--- config.mk ---
export PLATFORM = sky130hd
export DESIGN_NAME = morse_code_keyer
export DESIGN_NICKNAME = d
export VERILOG_FILES = /design/src/design/mck_pkg.sv /design/src/design/mck_core.sv /design/src/design/morse_code_keyer.sv
export SDC_FILE = /design/constraint.sdc
export NUM_CORES = 1
export LEC_CHECK = 0
export ABC_AREA = 1
export BUFFER_PORTS_ARGS = -buffer_cell sky130_fd_sc_hd__buf_2
export CAP_MARGIN = 20
export CELL_PAD_IN_SITES_DETAIL_PLACEMENT = 1
export CELL_PAD_IN_SITES_GLOBAL_PLACEMENT = 1
export CORE_MARGIN = 2
export CORE_UTILIZATION = 44
export CTS_CLUSTER_SIZE = 10
export DETAILED_ROUTE_END_ITERATION = 7
export GPL_TIMING_DRIVEN = 0
export PLACE_DENSITY_LB_ADDON = 0.1
export SKIP_LAST_GASP = 1
export SLEW_MARGIN = 25
export SYNTH_ARGS = -nofsm -noshare
export SYNTH_HDL_FRONTEND = slang
export SYNTH_SLANG_ARGS = --single-unit
--- constraint.sdc ---
create_clock -name clock -period 3.7 [get_ports clock]
set_input_delay 0.555 -clock clock [delete_from_list [all_inputs] [get_ports clock]]
set_output_delay 0.555 -clock clock [all_outputs]
set_load 0.02 [all_outputs]
--- src/design/mck_pkg.sv ---
`timescale 1ns / 1ps

package mck_pkg;

   localparam int UNIT_TICKS_W  = 16;
   localparam int HALF_PERIOD_W = 8;
   localparam int CSR_DATA_W    = 16;

   localparam logic [UNIT_TICKS_W-1:0]  UNIT_TICKS_RESET  = 16'd512;
   localparam logic [HALF_PERIOD_W-1:0] HALF_PERIOD_RESET = 8'd8;

   // register indexes on the csr port
   localparam logic CSR_UNIT_TICKS  = 1'b0;
   localparam logic CSR_HALF_PERIOD = 1'b1;

   localparam logic       ACTION_SUBMIT = 1'b0;
   localparam logic [7:0] CHAR_SPACE    = 8'h20;

   localparam logic [2:0] GAP_UNITS       = 3'd3;
   localparam logic [2:0] GAP_UNITS_SPACE = 3'd4;

   typedef struct packed {
      logic       action;
      logic [7:0] char_code;
   } req_type;

   typedef struct packed {
      logic accepted;
      logic data_bit;
      logic busy_res;
      logic char_done;
   } rsp_type;

   // element count and dash map (bit k set = element k is a dash)
   typedef struct packed {
      logic [2:0] total;
      logic [4:0] pattern;
   } code_type;

   function automatic code_type code_lookup(input logic [7:0] c);
      code_type r;
      case (c)
         "A": r = '{3'd2, 5'b00010};
         "B": r = '{3'd4, 5'b00001};
         "C": r = '{3'd4, 5'b00101};
         "D": r = '{3'd3, 5'b00001};
         "E": r = '{3'd1, 5'b00000};
         "F": r = '{3'd4, 5'b00100};
         "G": r = '{3'd3, 5'b00011};
         "H": r = '{3'd4, 5'b00000};
         "I": r = '{3'd2, 5'b00000};
         "J": r = '{3'd4, 5'b01110};
         "K": r = '{3'd3, 5'b00101};
         "L": r = '{3'd4, 5'b00010};
         "M": r = '{3'd2, 5'b00011};
         "N": r = '{3'd2, 5'b00001};
         "O": r = '{3'd3, 5'b00111};
         "P": r = '{3'd4, 5'b00110};
         "Q": r = '{3'd4, 5'b01011};
         "R": r = '{3'd3, 5'b00010};
         "S": r = '{3'd3, 5'b00000};
         "T": r = '{3'd1, 5'b00001};
         "U": r = '{3'd3, 5'b00100};
         "V": r = '{3'd4, 5'b01000};
         "W": r = '{3'd3, 5'b00110};
         "X": r = '{3'd4, 5'b01001};
         "Y": r = '{3'd4, 5'b01101};
         "Z": r = '{3'd4, 5'b00011};
         "0": r = '{3'd5, 5'b11111};
         "1": r = '{3'd5, 5'b11110};
         "2": r = '{3'd5, 5'b11100};
         "3": r = '{3'd5, 5'b11000};
         "4": r = '{3'd5, 5'b10000};
         "5": r = '{3'd5, 5'b00000};
         "6": r = '{3'd5, 5'b00001};
         "7": r = '{3'd5, 5'b00011};
         "8": r = '{3'd5, 5'b00111};
         "9": r = '{3'd5, 5'b01111};
         default: r = '{3'd0, 5'b00000};
      endcase
      return r;
   endfunction

endpackage

--- src/design/mck_core.sv ---
`timescale 1ns / 1ps

module mck_core
   import mck_pkg::*;
(
   input  logic                     clock,
   input  logic                     reset,
   input  logic                     step_en,
   input  req_type                  item,
   input  logic [UNIT_TICKS_W-1:0]  unit_ticks,
   input  logic [HALF_PERIOD_W-1:0] half_period,
   output rsp_type                  result
);

   logic                    busy_ff,    busy_in;
   logic [4:0]              pattern_ff, pattern_in;
   logic [2:0]              total_ff,   total_in;
   logic [2:0]              pos_ff,     pos_in;
   logic [1:0]              uie_ff,     uie_in;
   logic [2:0]              gap_ff,     gap_in;
   logic [UNIT_TICKS_W-1:0] tiu_ff,     tiu_in;
   logic [HALF_PERIOD_W-1:0] hpc_ff,    hpc_in;
   logic                    pin_ff,     pin_in;

   code_type                 code;
   logic [UNIT_TICKS_W-1:0]  ut;
   logic [HALF_PERIOD_W-1:0] hp;
   logic                     in_elem;
   logic                     dash;
   logic [1:0]               len;
   logic                     tone;
   logic [UNIT_TICKS_W-1:0]  tiu_inc;
   logic [HALF_PERIOD_W:0]   hpc_inc;
   logic [HALF_PERIOD_W-1:0] hpc_next;
   logic                     unit_end;
   logic [2:0]               gap_dec;
   logic                     done;
   logic                     acc;

   assign code    = code_lookup(item.char_code);
   assign ut      = (unit_ticks == '0) ? UNIT_TICKS_W'(1) : unit_ticks;
   assign hp      = (half_period == '0) ? HALF_PERIOD_W'(1) : half_period;
   assign in_elem = pos_ff < total_ff;
   assign dash    = in_elem && pattern_ff[pos_ff[2] ? 3'd4 : pos_ff];
   assign len     = dash ? 2'd3 : 2'd1;
   assign tone    = in_elem && (uie_ff < len);
   assign tiu_inc = tiu_ff + UNIT_TICKS_W'(1);
   assign hpc_inc = {1'b0, hpc_ff} + (HALF_PERIOD_W+1)'(1);
   assign hpc_next = (hpc_inc >= {1'b0, hp}) ? '0 : hpc_inc[HALF_PERIOD_W-1:0];
   // unit closes when the count reaches the limit or wraps to zero
   assign unit_end = (tiu_inc >= ut) || (tiu_inc == '0);
   assign gap_dec  = (gap_ff != 3'd0) ? gap_ff - 3'd1 : 3'd0;

   always_comb begin
      busy_in    = busy_ff;
      pattern_in = pattern_ff;
      total_in   = total_ff;
      pos_in     = pos_ff;
      uie_in     = uie_ff;
      gap_in     = gap_ff;
      tiu_in     = tiu_ff;
      hpc_in     = hpc_ff;
      pin_in     = pin_ff;
      done       = 1'b0;
      acc        = 1'b0;
      if (step_en) begin
         if (item.action == ACTION_SUBMIT) begin
            if (!busy_ff) begin
               acc        = 1'b1;
               busy_in    = 1'b1;
               pattern_in = code.pattern;
               total_in   = code.total;
               pos_in     = '0;
               uie_in     = '0;
               tiu_in     = '0;
               hpc_in     = '0;
               gap_in     = (item.char_code == CHAR_SPACE) ? GAP_UNITS_SPACE : GAP_UNITS;
            end
         end else if (busy_ff) begin
            tiu_in = tiu_inc;
            hpc_in = hpc_next;
            if (tone) begin
               if (hpc_next == hp - HALF_PERIOD_W'(1)) begin
                  pin_in = ~pin_ff;
               end
            end else begin
               pin_in = 1'b0;
            end
            if (unit_end) begin
               tiu_in = '0;
               hpc_in = '0;
               if (in_elem) begin
                  if (uie_ff >= len) begin
                     uie_in = '0;
                     pos_in = pos_ff + 3'd1;
                  end else begin
                     uie_in = uie_ff + 2'd1;
                  end
               end else begin
                  gap_in = gap_dec;
                  if (gap_dec == 3'd0) begin
                     busy_in    = 1'b0;
                     pattern_in = '0;
                     total_in   = '0;
                     pos_in     = '0;
                     uie_in     = '0;
                     done       = 1'b1;
                  end
               end
            end
         end
      end
   end

   always_ff @(posedge clock) begin
      if (reset) begin
         busy_ff    <= 1'b0;
         pattern_ff <= '0;
         total_ff   <= '0;
         pos_ff     <= '0;
         uie_ff     <= '0;
         gap_ff     <= '0;
         tiu_ff     <= '0;
         hpc_ff     <= '0;
         pin_ff     <= 1'b0;
      end else begin
         busy_ff    <= busy_in;
         pattern_ff <= pattern_in;
         total_ff   <= total_in;
         pos_ff     <= pos_in;
         uie_ff     <= uie_in;
         gap_ff     <= gap_in;
         tiu_ff     <= tiu_in;
         hpc_ff     <= hpc_in;
         pin_ff     <= pin_in;
      end
   end

   assign result.accepted  = acc;
   assign result.data_bit  = pin_in;
   assign result.busy_res  = busy_in;
   assign result.char_done = done;

endmodule

--- src/design/morse_code_keyer.sv ---
`timescale 1ns / 1ps

// Morse keyer paced by the radio's serial data clock. Each request word is
// either a character submit (A-Z, 0-9, space; anything else keys only the
// closing gap) or one data clock tick; every request word yields exactly one
// response word carrying accepted, the data pin level, busy and char_done.
// A submit is taken only while idle. Dots are one tone unit, dashes three,
// each followed by a silent unit; a character closes with three silent units
// (four for space). During tone the data bit toggles every tone_half_period
// ticks, restarting phase each unit. One word per clock is taken while the
// response side does not stall: a word is captured in the input register,
// runs through the keyer state update and lands in the response register.
// While a response word waits, the response register holds and the input
// register still takes one more word if it is empty; after that req_stall
// stays high until the response word is taken. csr writes (unit_ticks at
// index 0, tone_half_period at index 1) take effect at once; zero in either
// acts as one. Write them only while the keyer is idle.

module morse_code_keyer
   import mck_pkg::*;
(
   input  logic                  clock,
   input  logic                  reset,
   input  logic                  req_valid,
   output logic                  req_stall,
   input  req_type               req_data,
   output logic                  rsp_valid,
   input  logic                  rsp_stall,
   output rsp_type               rsp_data,
   input  logic                  csr_we,
   input  logic                  csr_index,
   input  logic [CSR_DATA_W-1:0] csr_wdata
);

   // configuration
   logic [UNIT_TICKS_W-1:0]  unit_ticks_ff;
   logic [HALF_PERIOD_W-1:0] half_period_ff;

   // input register
   logic    s1_vld_ff, s1_vld_in;
   req_type s1_data_ff;

   // response register
   logic    out_vld_ff, out_vld_in;
   rsp_type out_data_ff;

   logic    out_free;
   logic    step_en;
   rsp_type core_rsp;

   assign out_free  = !out_vld_ff || !rsp_stall;
   // input slot frees when its word moves on to the response register
   assign req_stall = s1_vld_ff && !out_free;
   assign step_en   = s1_vld_ff && out_free;

   assign s1_vld_in  = req_stall ? s1_vld_ff : req_valid;
   assign out_vld_in = out_free ? s1_vld_ff : out_vld_ff;

   always_ff @(posedge clock) begin
      if (reset) begin
         unit_ticks_ff  <= UNIT_TICKS_RESET;
         half_period_ff <= HALF_PERIOD_RESET;
      end else if (csr_we) begin
         case (csr_index)
            CSR_UNIT_TICKS:  unit_ticks_ff  <= csr_wdata[UNIT_TICKS_W-1:0];
            CSR_HALF_PERIOD: half_period_ff <= csr_wdata[HALF_PERIOD_W-1:0];
            default: ;
         endcase
      end
   end

   always_ff @(posedge clock) begin
      if (reset) begin
         s1_vld_ff  <= 1'b0;
         out_vld_ff <= 1'b0;
      end else begin
         s1_vld_ff  <= s1_vld_in;
         out_vld_ff <= out_vld_in;
      end
   end

   always_ff @(posedge clock) begin
      if (!req_stall) begin
         s1_data_ff <= req_data;
      end
      if (step_en) begin
         out_data_ff <= core_rsp;
      end
   end

   mck_core u_core (
      .clock       (clock),
      .reset       (reset),
      .step_en     (step_en),
      .item        (s1_data_ff),
      .unit_ticks  (unit_ticks_ff),
      .half_period (half_period_ff),
      .result      (core_rsp)
   );

   assign rsp_valid = out_vld_ff;
   assign rsp_data  = out_data_ff;

endmodule

# Word-level counts from Yosys, hierarchy flattened

Memories as Yosys holds them, arrays and structs flattened. A register that Yosys moved wholly into a read port is not among the register bits.
Index checks and enable logic that the tools add are counted.

$add $sub $neg: 6
Order comparisons: 6
Eq/ne operators: 9
Multiplexer cells: 62
Bitwise operators: 5
Reduce and logical (&&, ||, !) cells: 22

Operators by type and width:

| operator                                                              | number |
|---|---|
| 16-bit 2-to-1 mux                                                     | 5 |
| 3-bit 2-to-1 mux                                                      | 20 |
| 8-bit 2-to-1 mux                                                      | 7 |
| 16-bit logical NOT                                                    | 2 |
| 5-bit 2-to-1 mux                                                      | 6 |
| 16-bit by 1-bit adder with 16-bit output (second input constant)      | 1 |
| 16-bit greater-or-equal comparator                                    | 1 |
| 2-bit 2-to-1 mux                                                      | 8 |
| 1-bit 2-to-1 mux                                                      | 14 |
| 6-bit AND reduction                                                   | 2 |
| 5-bit AND reduction                                                   | 2 |
| 8-bit by 1-bit adder with 9-bit output (second input constant)        | 1 |
| 9-bit by 8-bit greater-or-equal comparator with 1-bit output          | 1 |
| 8-bit by 6-bit == test with 1-bit output (second input constant)      | 1 |
| 8-bit == test                                                         | 1 |
| 8-bit logical NOT                                                     | 1 |
| 2-bit inequality test (second input constant)                         | 4 |
| 8-bit by 1-bit subtractor with 8-bit output (second input constant)   | 1 |
| 7-bit 2-to-1 mux                                                      | 1 |
| 3-bit inequality test (second input constant)                         | 2 |
| 1-bit inverter                                                        | 5 |
| 1-bit logical AND                                                     | 4 |
| 3-bit by 4-bit < comparator with 1-bit output (second input constant) | 1 |
| 2-bit AND reduction                                                   | 2 |
| other kinds (14)                                                      | 17 |

Bits in registers: 81
Memory bits (read-only): 1024
Input bits: 31
Output and inout bits: 6
Word-level logic and storage cells: 130
Memories: 1

Memory list:

| memory          | depth | bits a word | rd ports | clocked after Yosys merged registers in | wr ports | RTL line      | text |
|---|---|---|---|---|---|---|---|
| (no name shown) | 128   | 8           | 1        | 1                                       | 0        | mck_pkg.sv:42 | `case (c)` |

# Depth between registers and ports, before layout

Word-level depth: 11
Gate-level depth with buffers: 24

# By module

From an unflattened synthesis, not the netlist that was laid out.

Cell total of the unflattened synthesis: 845
Area total of the unflattened synthesis: 5672.9 um^2

By module, submodules not included:

| module           | instances | cells each | area each (um^2) | seq. area each (um^2) |
|---|---|---|---|---|
| mck_core         | 1         | 684        | 4225.3           | 840.8 |
| morse_code_keyer | 1         | 161        | 1447.6           | 910.9 |

# Least setup slack after synthesis

Ideal clock, no wire load.

Path kind: reg-to-reg
Start: register u_core.hpc_ff[0]
End: register out_data_ff, in the netlist rsp_data[2], data pin
Setup time: 0.252 ns
Arrival time: 2.544 ns
Required time: 3.448 ns
Slack: 0.904 ns
Cell stages (with the launch flop): 18
Buffers on the path: 1
Clock period less this slack: 2.796 ns
Cells stage by stage: dfxtp_1 ha_1 nand2_1 inv_1 nand4_1 xnor2_1 ha_1 nand4_1 nor2_1 nor3_1 buf_2 nand4_1 nand2_1 nand2_1 nor2_1 nand3_1 nand3_1 inv_1

Longest elaborated chain between the ends: 9

RTL lines:

| item                                                         | RTL line               | text |
|---|---|---|
| start, declared                                              | mck_core.sv:22         | `logic [HALF_PERIOD_W-1:0] hpc_ff, hpc_in;` |
| start signal, assigned                                       | mck_core.sv:134        | `hpc_ff <= hpc_in;` |
| 8-bit by 1-bit adder with 9-bit output *                     | mck_core.sv:48         | `assign hpc_inc = {1'b0, hpc_ff} + (HALF_PERIOD_W+1)'(1);` |
| 9-bit by 8-bit greater-or-equal comparator with 1-bit output | mck_core.sv:49         | `assign hpc_next = (hpc_inc >= {1'b0, hp}) ? '0 : hpc_inc[HALF_PERIOD_W-1:0];` |
| 8-bit 2-to-1 mux *                                           | mck_core.sv:49         |  |
| 8-bit == test *                                              | mck_core.sv:83         | `if (hpc_next == hp - HALF_PERIOD_W'(1)) begin` |
| 1-bit 2-to-1 mux *                                           | mck_core.sv:83         |  |
| 1-bit 2-to-1 mux *                                           | mck_core.sv:82         | `if (tone) begin` |
| 1-bit 2-to-1 mux *                                           | mck_core.sv:79         | `end else if (busy_ff) begin` |
| 1-bit 2-to-1 mux *                                           | mck_core.sv:67         | `if (item.action == ACTION_SUBMIT) begin` |
| 1-bit 2-to-1 mux *                                           | mck_core.sv:66         | `if (step_en) begin` |
| net u_core.pin_in                                            | mck_core.sv:23         | `logic pin_ff, pin_in;` |
| end signal, assigned                                         | morse_code_keyer.sv:87 | `out_data_ff <= core_rsp;` |
| end, declared                                                | morse_code_keyer.sv:45 | `rsp_type out_data_ff;` |

The timed path passes the listed nets; every way through them passes the cells marked *.
A chain may end at the register's enable or synchronous reset.

# Worst setup path in the final report

Start: register u_core.tiu_ff[0]
End: register u_core.tiu_ff[10]

Longest elaborated chain between the ends: 6
Elaborated cells between the ends (all ways): 7
Those cells by class: add/sub (1); order compare (1); mux (3); reduce/logical (2)

RTL lines:

| item                                                                            | RTL line        | text |
|---|---|---|
| start, declared                                                                 | mck_core.sv:21  | `logic [UNIT_TICKS_W-1:0] tiu_ff, tiu_in;` |
| start signal, assigned                                                          | mck_core.sv:133 | `tiu_ff <= tiu_in;` |
| 16-bit by 1-bit adder with 16-bit output *                                      | mck_core.sv:47  | `assign tiu_inc = tiu_ff + UNIT_TICKS_W'(1);` |
| 16-bit greater-or-equal comparator / 16-bit logical NOT (equally long branches) | mck_core.sv:51  | `assign unit_end = (tiu_inc >= ut) \|\| (tiu_inc == '0);` |
| 1-bit logical OR                                                                | mck_core.sv:51  |  |
| 16-bit 2-to-1 mux *                                                             | mck_core.sv:89  | `if (unit_end) begin` |
| 16-bit 2-to-1 mux *                                                             | mck_core.sv:79  |  |
| 16-bit 2-to-1 mux *                                                             | mck_core.sv:67  |  |

Every way passes the cells marked *; elsewhere a longest branch is shown, timed or not. The select of a mux whose other input is x is not followed.

==> metrics.txt <==
Total Routing Usage GR=25.3%; Synth Area per Inst=6.94 sq um; DPL Wire Length=13.1 mm; htree depth=3; CTS tree=built; crit-path max cell delay=410 ps; Worst Min Path Start=req_data[8]; CP bufs+invs=3; Setup CP Type=flip-flop to flip-flop; yosys warns=0; final hold vios=0; period utilization=90.8%; Initial Util=44.6%; Post-DP Area=5980 sq um; Post-Syn Area=5590 sq um; register area=1910 sq um; die width=117 um; Slew Viols, Final=0; adder-cell share of the synthesized area=9.40%; Power per Cell Area=380 nW/um^2; clock-pin slew on the worst setup and hold paths=70 ps; Area Overhead vs Synth=13.2%; Finish-stage setup viols=0; final WL=16.4 mm; fraction of registers with async set/reset=0%; leakage power=3.07 nW; peak fanout along the critical path=10; Compound-Gate Fraction of Synth Area=15.0%; Switch Pwr=688 uW; Worst setup EP type=flip-flop; delay-heaviest family, CP=simple AND/OR/NAND/NOR gates; DR WL/cell=15.9 um; Max IR drop VDD=281 uV; CP cell instances=ha_1 -> nand2_1 -> nor2_2 -> nand3_2 -> nor2_4 -> nand4_1 -> nand2_1 -> inv_1 -> ha_1 -> nand2_1 -> inv_1 -> o21ai_0 -> a21oi_1 -> nor2_1 -> nand2_1 -> nor2_4 -> nand2_2 -> nor3_4 -> buf_6 -> nand2_1 -> a21oi_1; Synth Area in XOR/XNOR=2.82%; worst skew pair latency=350 ps; post-synth cell types=45; Critical Path RT=3970 ps; clock buffer depth=2; largest net degree at the start of global routing=17; sw frac=28.6%; Power, Total=2.41 mW; Fin Setup TNS=0 ps; worst slew pin tran=759 ps; simple-gate share of the synthesized area=27.6%; first-pass GRT wire length=26.6 mm; crit path DAT=3630 ps; GPL Wtd Cong=0.874; skew final=6.33 ps; vias=5349; Syn Inst Count=805; DRC=0; antenna-violating nets left=0; combinational share of power=15.9%; Flop pwr share=43.8%; reg2reg setup slack=340 ps; area of the multi-input gates=3080 sq um; I/O pins=37; grt ovf=0; layout cells sized above 1=10.4%; Worst R2R Start=u_core.tiu_ff[0]; Int Pwr=1.72 mW; initial antenna violation count=2; number of global-route vias before repair=5392; Clock Power Share=40.3%; RSZ-0062 raised after global routing=false; CTS sink cnt=89; post-layout min period=3360 ps; row cnt=41; WHS=392 ps; Hold Path Stages=1; maximum clock frequency=0.298 GHz; fin area=6330 sq um; Hold Crit Class=primary input to flip-flop; Core Region=12500 sq um; Slew Limit Headroom=48.9%; fillers=1718; Reg2Reg Depth=21; Hold EP=s1_data_ff[8]; most used cell, CP=nand2_1; largest family of logic cells by synthesized area=simple AND/OR/NAND/NOR gates; Yosys reg bits=89; nets=926; register area share after synthesis=34.2%; Inserted Clock Buffers=9; Vias/cell=5.18; Post-synth EDFFs=13; Setup crit start kind=flip-flop; DRT iter0 DRCs=228; RR Endpoint=u_core.tiu_ff[10]; number of max-cap violations=0; Die ar.=13600 sq um; Worst path depth=21; CTS Root Cell=clkbuf_16; Most used DFF post-synth=dfxtp_1; mux cell area share after synthesis=0%; slowest CP cell=dfxtp_2; port bufs=36; final cell count without fillers=1032; Die Span Y=117 um; drt first pass iters=5; status=completed; Cell Count Post-Placement=1013; Synthesized Nets=878
-- layer usage --
metal / wire, um / track usage [%] / vias to the layer above / part of all wire (%)
met5: 7 / 0 / - / 0.043
met4: 258 / 7.69 / 2 / 1.6
met3: 391 / 4.15 / 20 / 2.4
met2: 8510 / 47.3 / 45 / 52
met1: 7210 / 29.5 / 2565 / 44
li1: - / - / 2717 / -
-- final cells by class --
| cell class | count | area share (%) |
|---|---|---|
| repair buffers | 37 | 2.97 |
| clock inverters | 5 | 0.989 |
| diodes | 2 | 0.0791 |
| plain buffers | 22 | 1.74 |
| flip-flops and latches | 89 | 30.2 |
| multi-input cells | 561 | 48.7 |
| inverters | 133 | 7.89 |
| clock buffers | 11 | 4.00 |
| well taps | 172 | 3.40 |
-- cell families (layout without fill, tap and decap cells) --
kind of cell,count (synthesis),in the layout
flip-flops,89,89
AND/OR/NAND/NOR,347,347
other,0,2
buffers and inverters,155,208
adder cells (fa/ha/maj),42,42
XOR/XNOR,18,18
AO/OA/AOI/OAI,154,154
-- power groups by stage --
| stage | Sequential, mW | Clock [mW] | Combinational, mW |
|---|---|---|---|
| 3_5_place_dp | 1.08 | 0 | 0.378 |
| 2_1_floorplan | 1.07 | 0 | 0.258 |
| 5_1_grt | 1.06 | 1.02 | 0.433 |
| 4_1_cts | 1.06 | 0.982 | 0.383 |
| 3_3_place_gp | 1.07 | 0 | 0.362 |
| 6_report | 1.05 | 0.969 | 0.382 |
-- cell usage after synthesis (3+ instances only) --
cell type	n	share of area (%)
o211ai_1	5	0.67
nor4_1	3	0.34
edfxtp_1	13	7.0
inv_1	129	8.7
inv_2	3	0.20
or2_2	9	1.0
nor2_1	69	4.6
o21ai_0	48	4.3
clkbuf_1	16	1.1
nand3_1	38	3.4
buf_2	3	0.27
xnor2_1	5	0.78
nand4_1	21	2.4
a31oi_1	3	0.34
a21oi_1	81	7.3
nor3_1	13	1.2
dfxtp_1	76	27
nand2_1	180	12
xor2_1	13	2.0
buf_6	3	0.60
ha_1	42	9.4
-- cells in the final DEF (no fill, tap or decap), drive strengths merged, types with 3 or more instances in the layout --
cell type	Yosys	final
nand2	182	182
inv	132	133
a21oi	81	81
dfxtp	76	76
nor2	72	72
o21ai	50	50
buf	6	43
ha	42	42
nand3	42	42
clkbuf	16	27
nand4	21	21
nor3	16	16
xor2	13	13
edfxtp	13	13
or2	9	9
xnor2	5	5
o211ai	5	5
clkinv	1	4
a31oi	3	3
nor4	3	3
-- how the worst max path moves through the flow --
stage	start	end
2_1_floorplan	u_core.hpc_ff[0]	rsp_data[2]
3_3_place_gp	u_core.tiu_ff[0]	u_core.tiu_ff[7]
3_5_place_dp	u_core.tiu_ff[0]	u_core.tiu_ff[10]
4_1_cts	u_core.tiu_ff[0]	u_core.tiu_ff[10]
5_1_grt	u_core.tiu_ff[0]	u_core.tiu_ff[6]
6_report	u_core.tiu_ff[0]	u_core.tiu_ff[10]
-- registers in the layout (all words and copies together), names as in the netlist, named ones only --
register           count
u_core.pos_ff          3
u_core.total_ff        3
s1_vld_ff              1
u_core.tiu_ff         16
u_core.uie_ff          2
s1_data_ff             9
u_core.busy_ff         1
half_period_ff         8
u_core.pin_ff          1
u_core.gap_ff          3
rsp_data               4
unit_ticks_ff         16
u_core.pattern_ff      5
rsp_valid              1
u_core.hpc_ff          8
-- per-stage QoR --
stage,util [%],setup WS (ps)
6_report,50.5,339
5_1_grt,50.5,58.5
4_1_cts,50.3,104
3_5_place_dp,47.8,151
3_3_place_gp,47.8,253
2_1_floorplan,-,904
-- what timing repair did --
action	4_1_cts	5_1_grt
hold endpoints to repair	0	0
hold buffers	0	0
setup buffers	0	1
gates resized for setup	0	6
endpoints found under the setup margin	0	30
(Power assumes the default switching activity.)
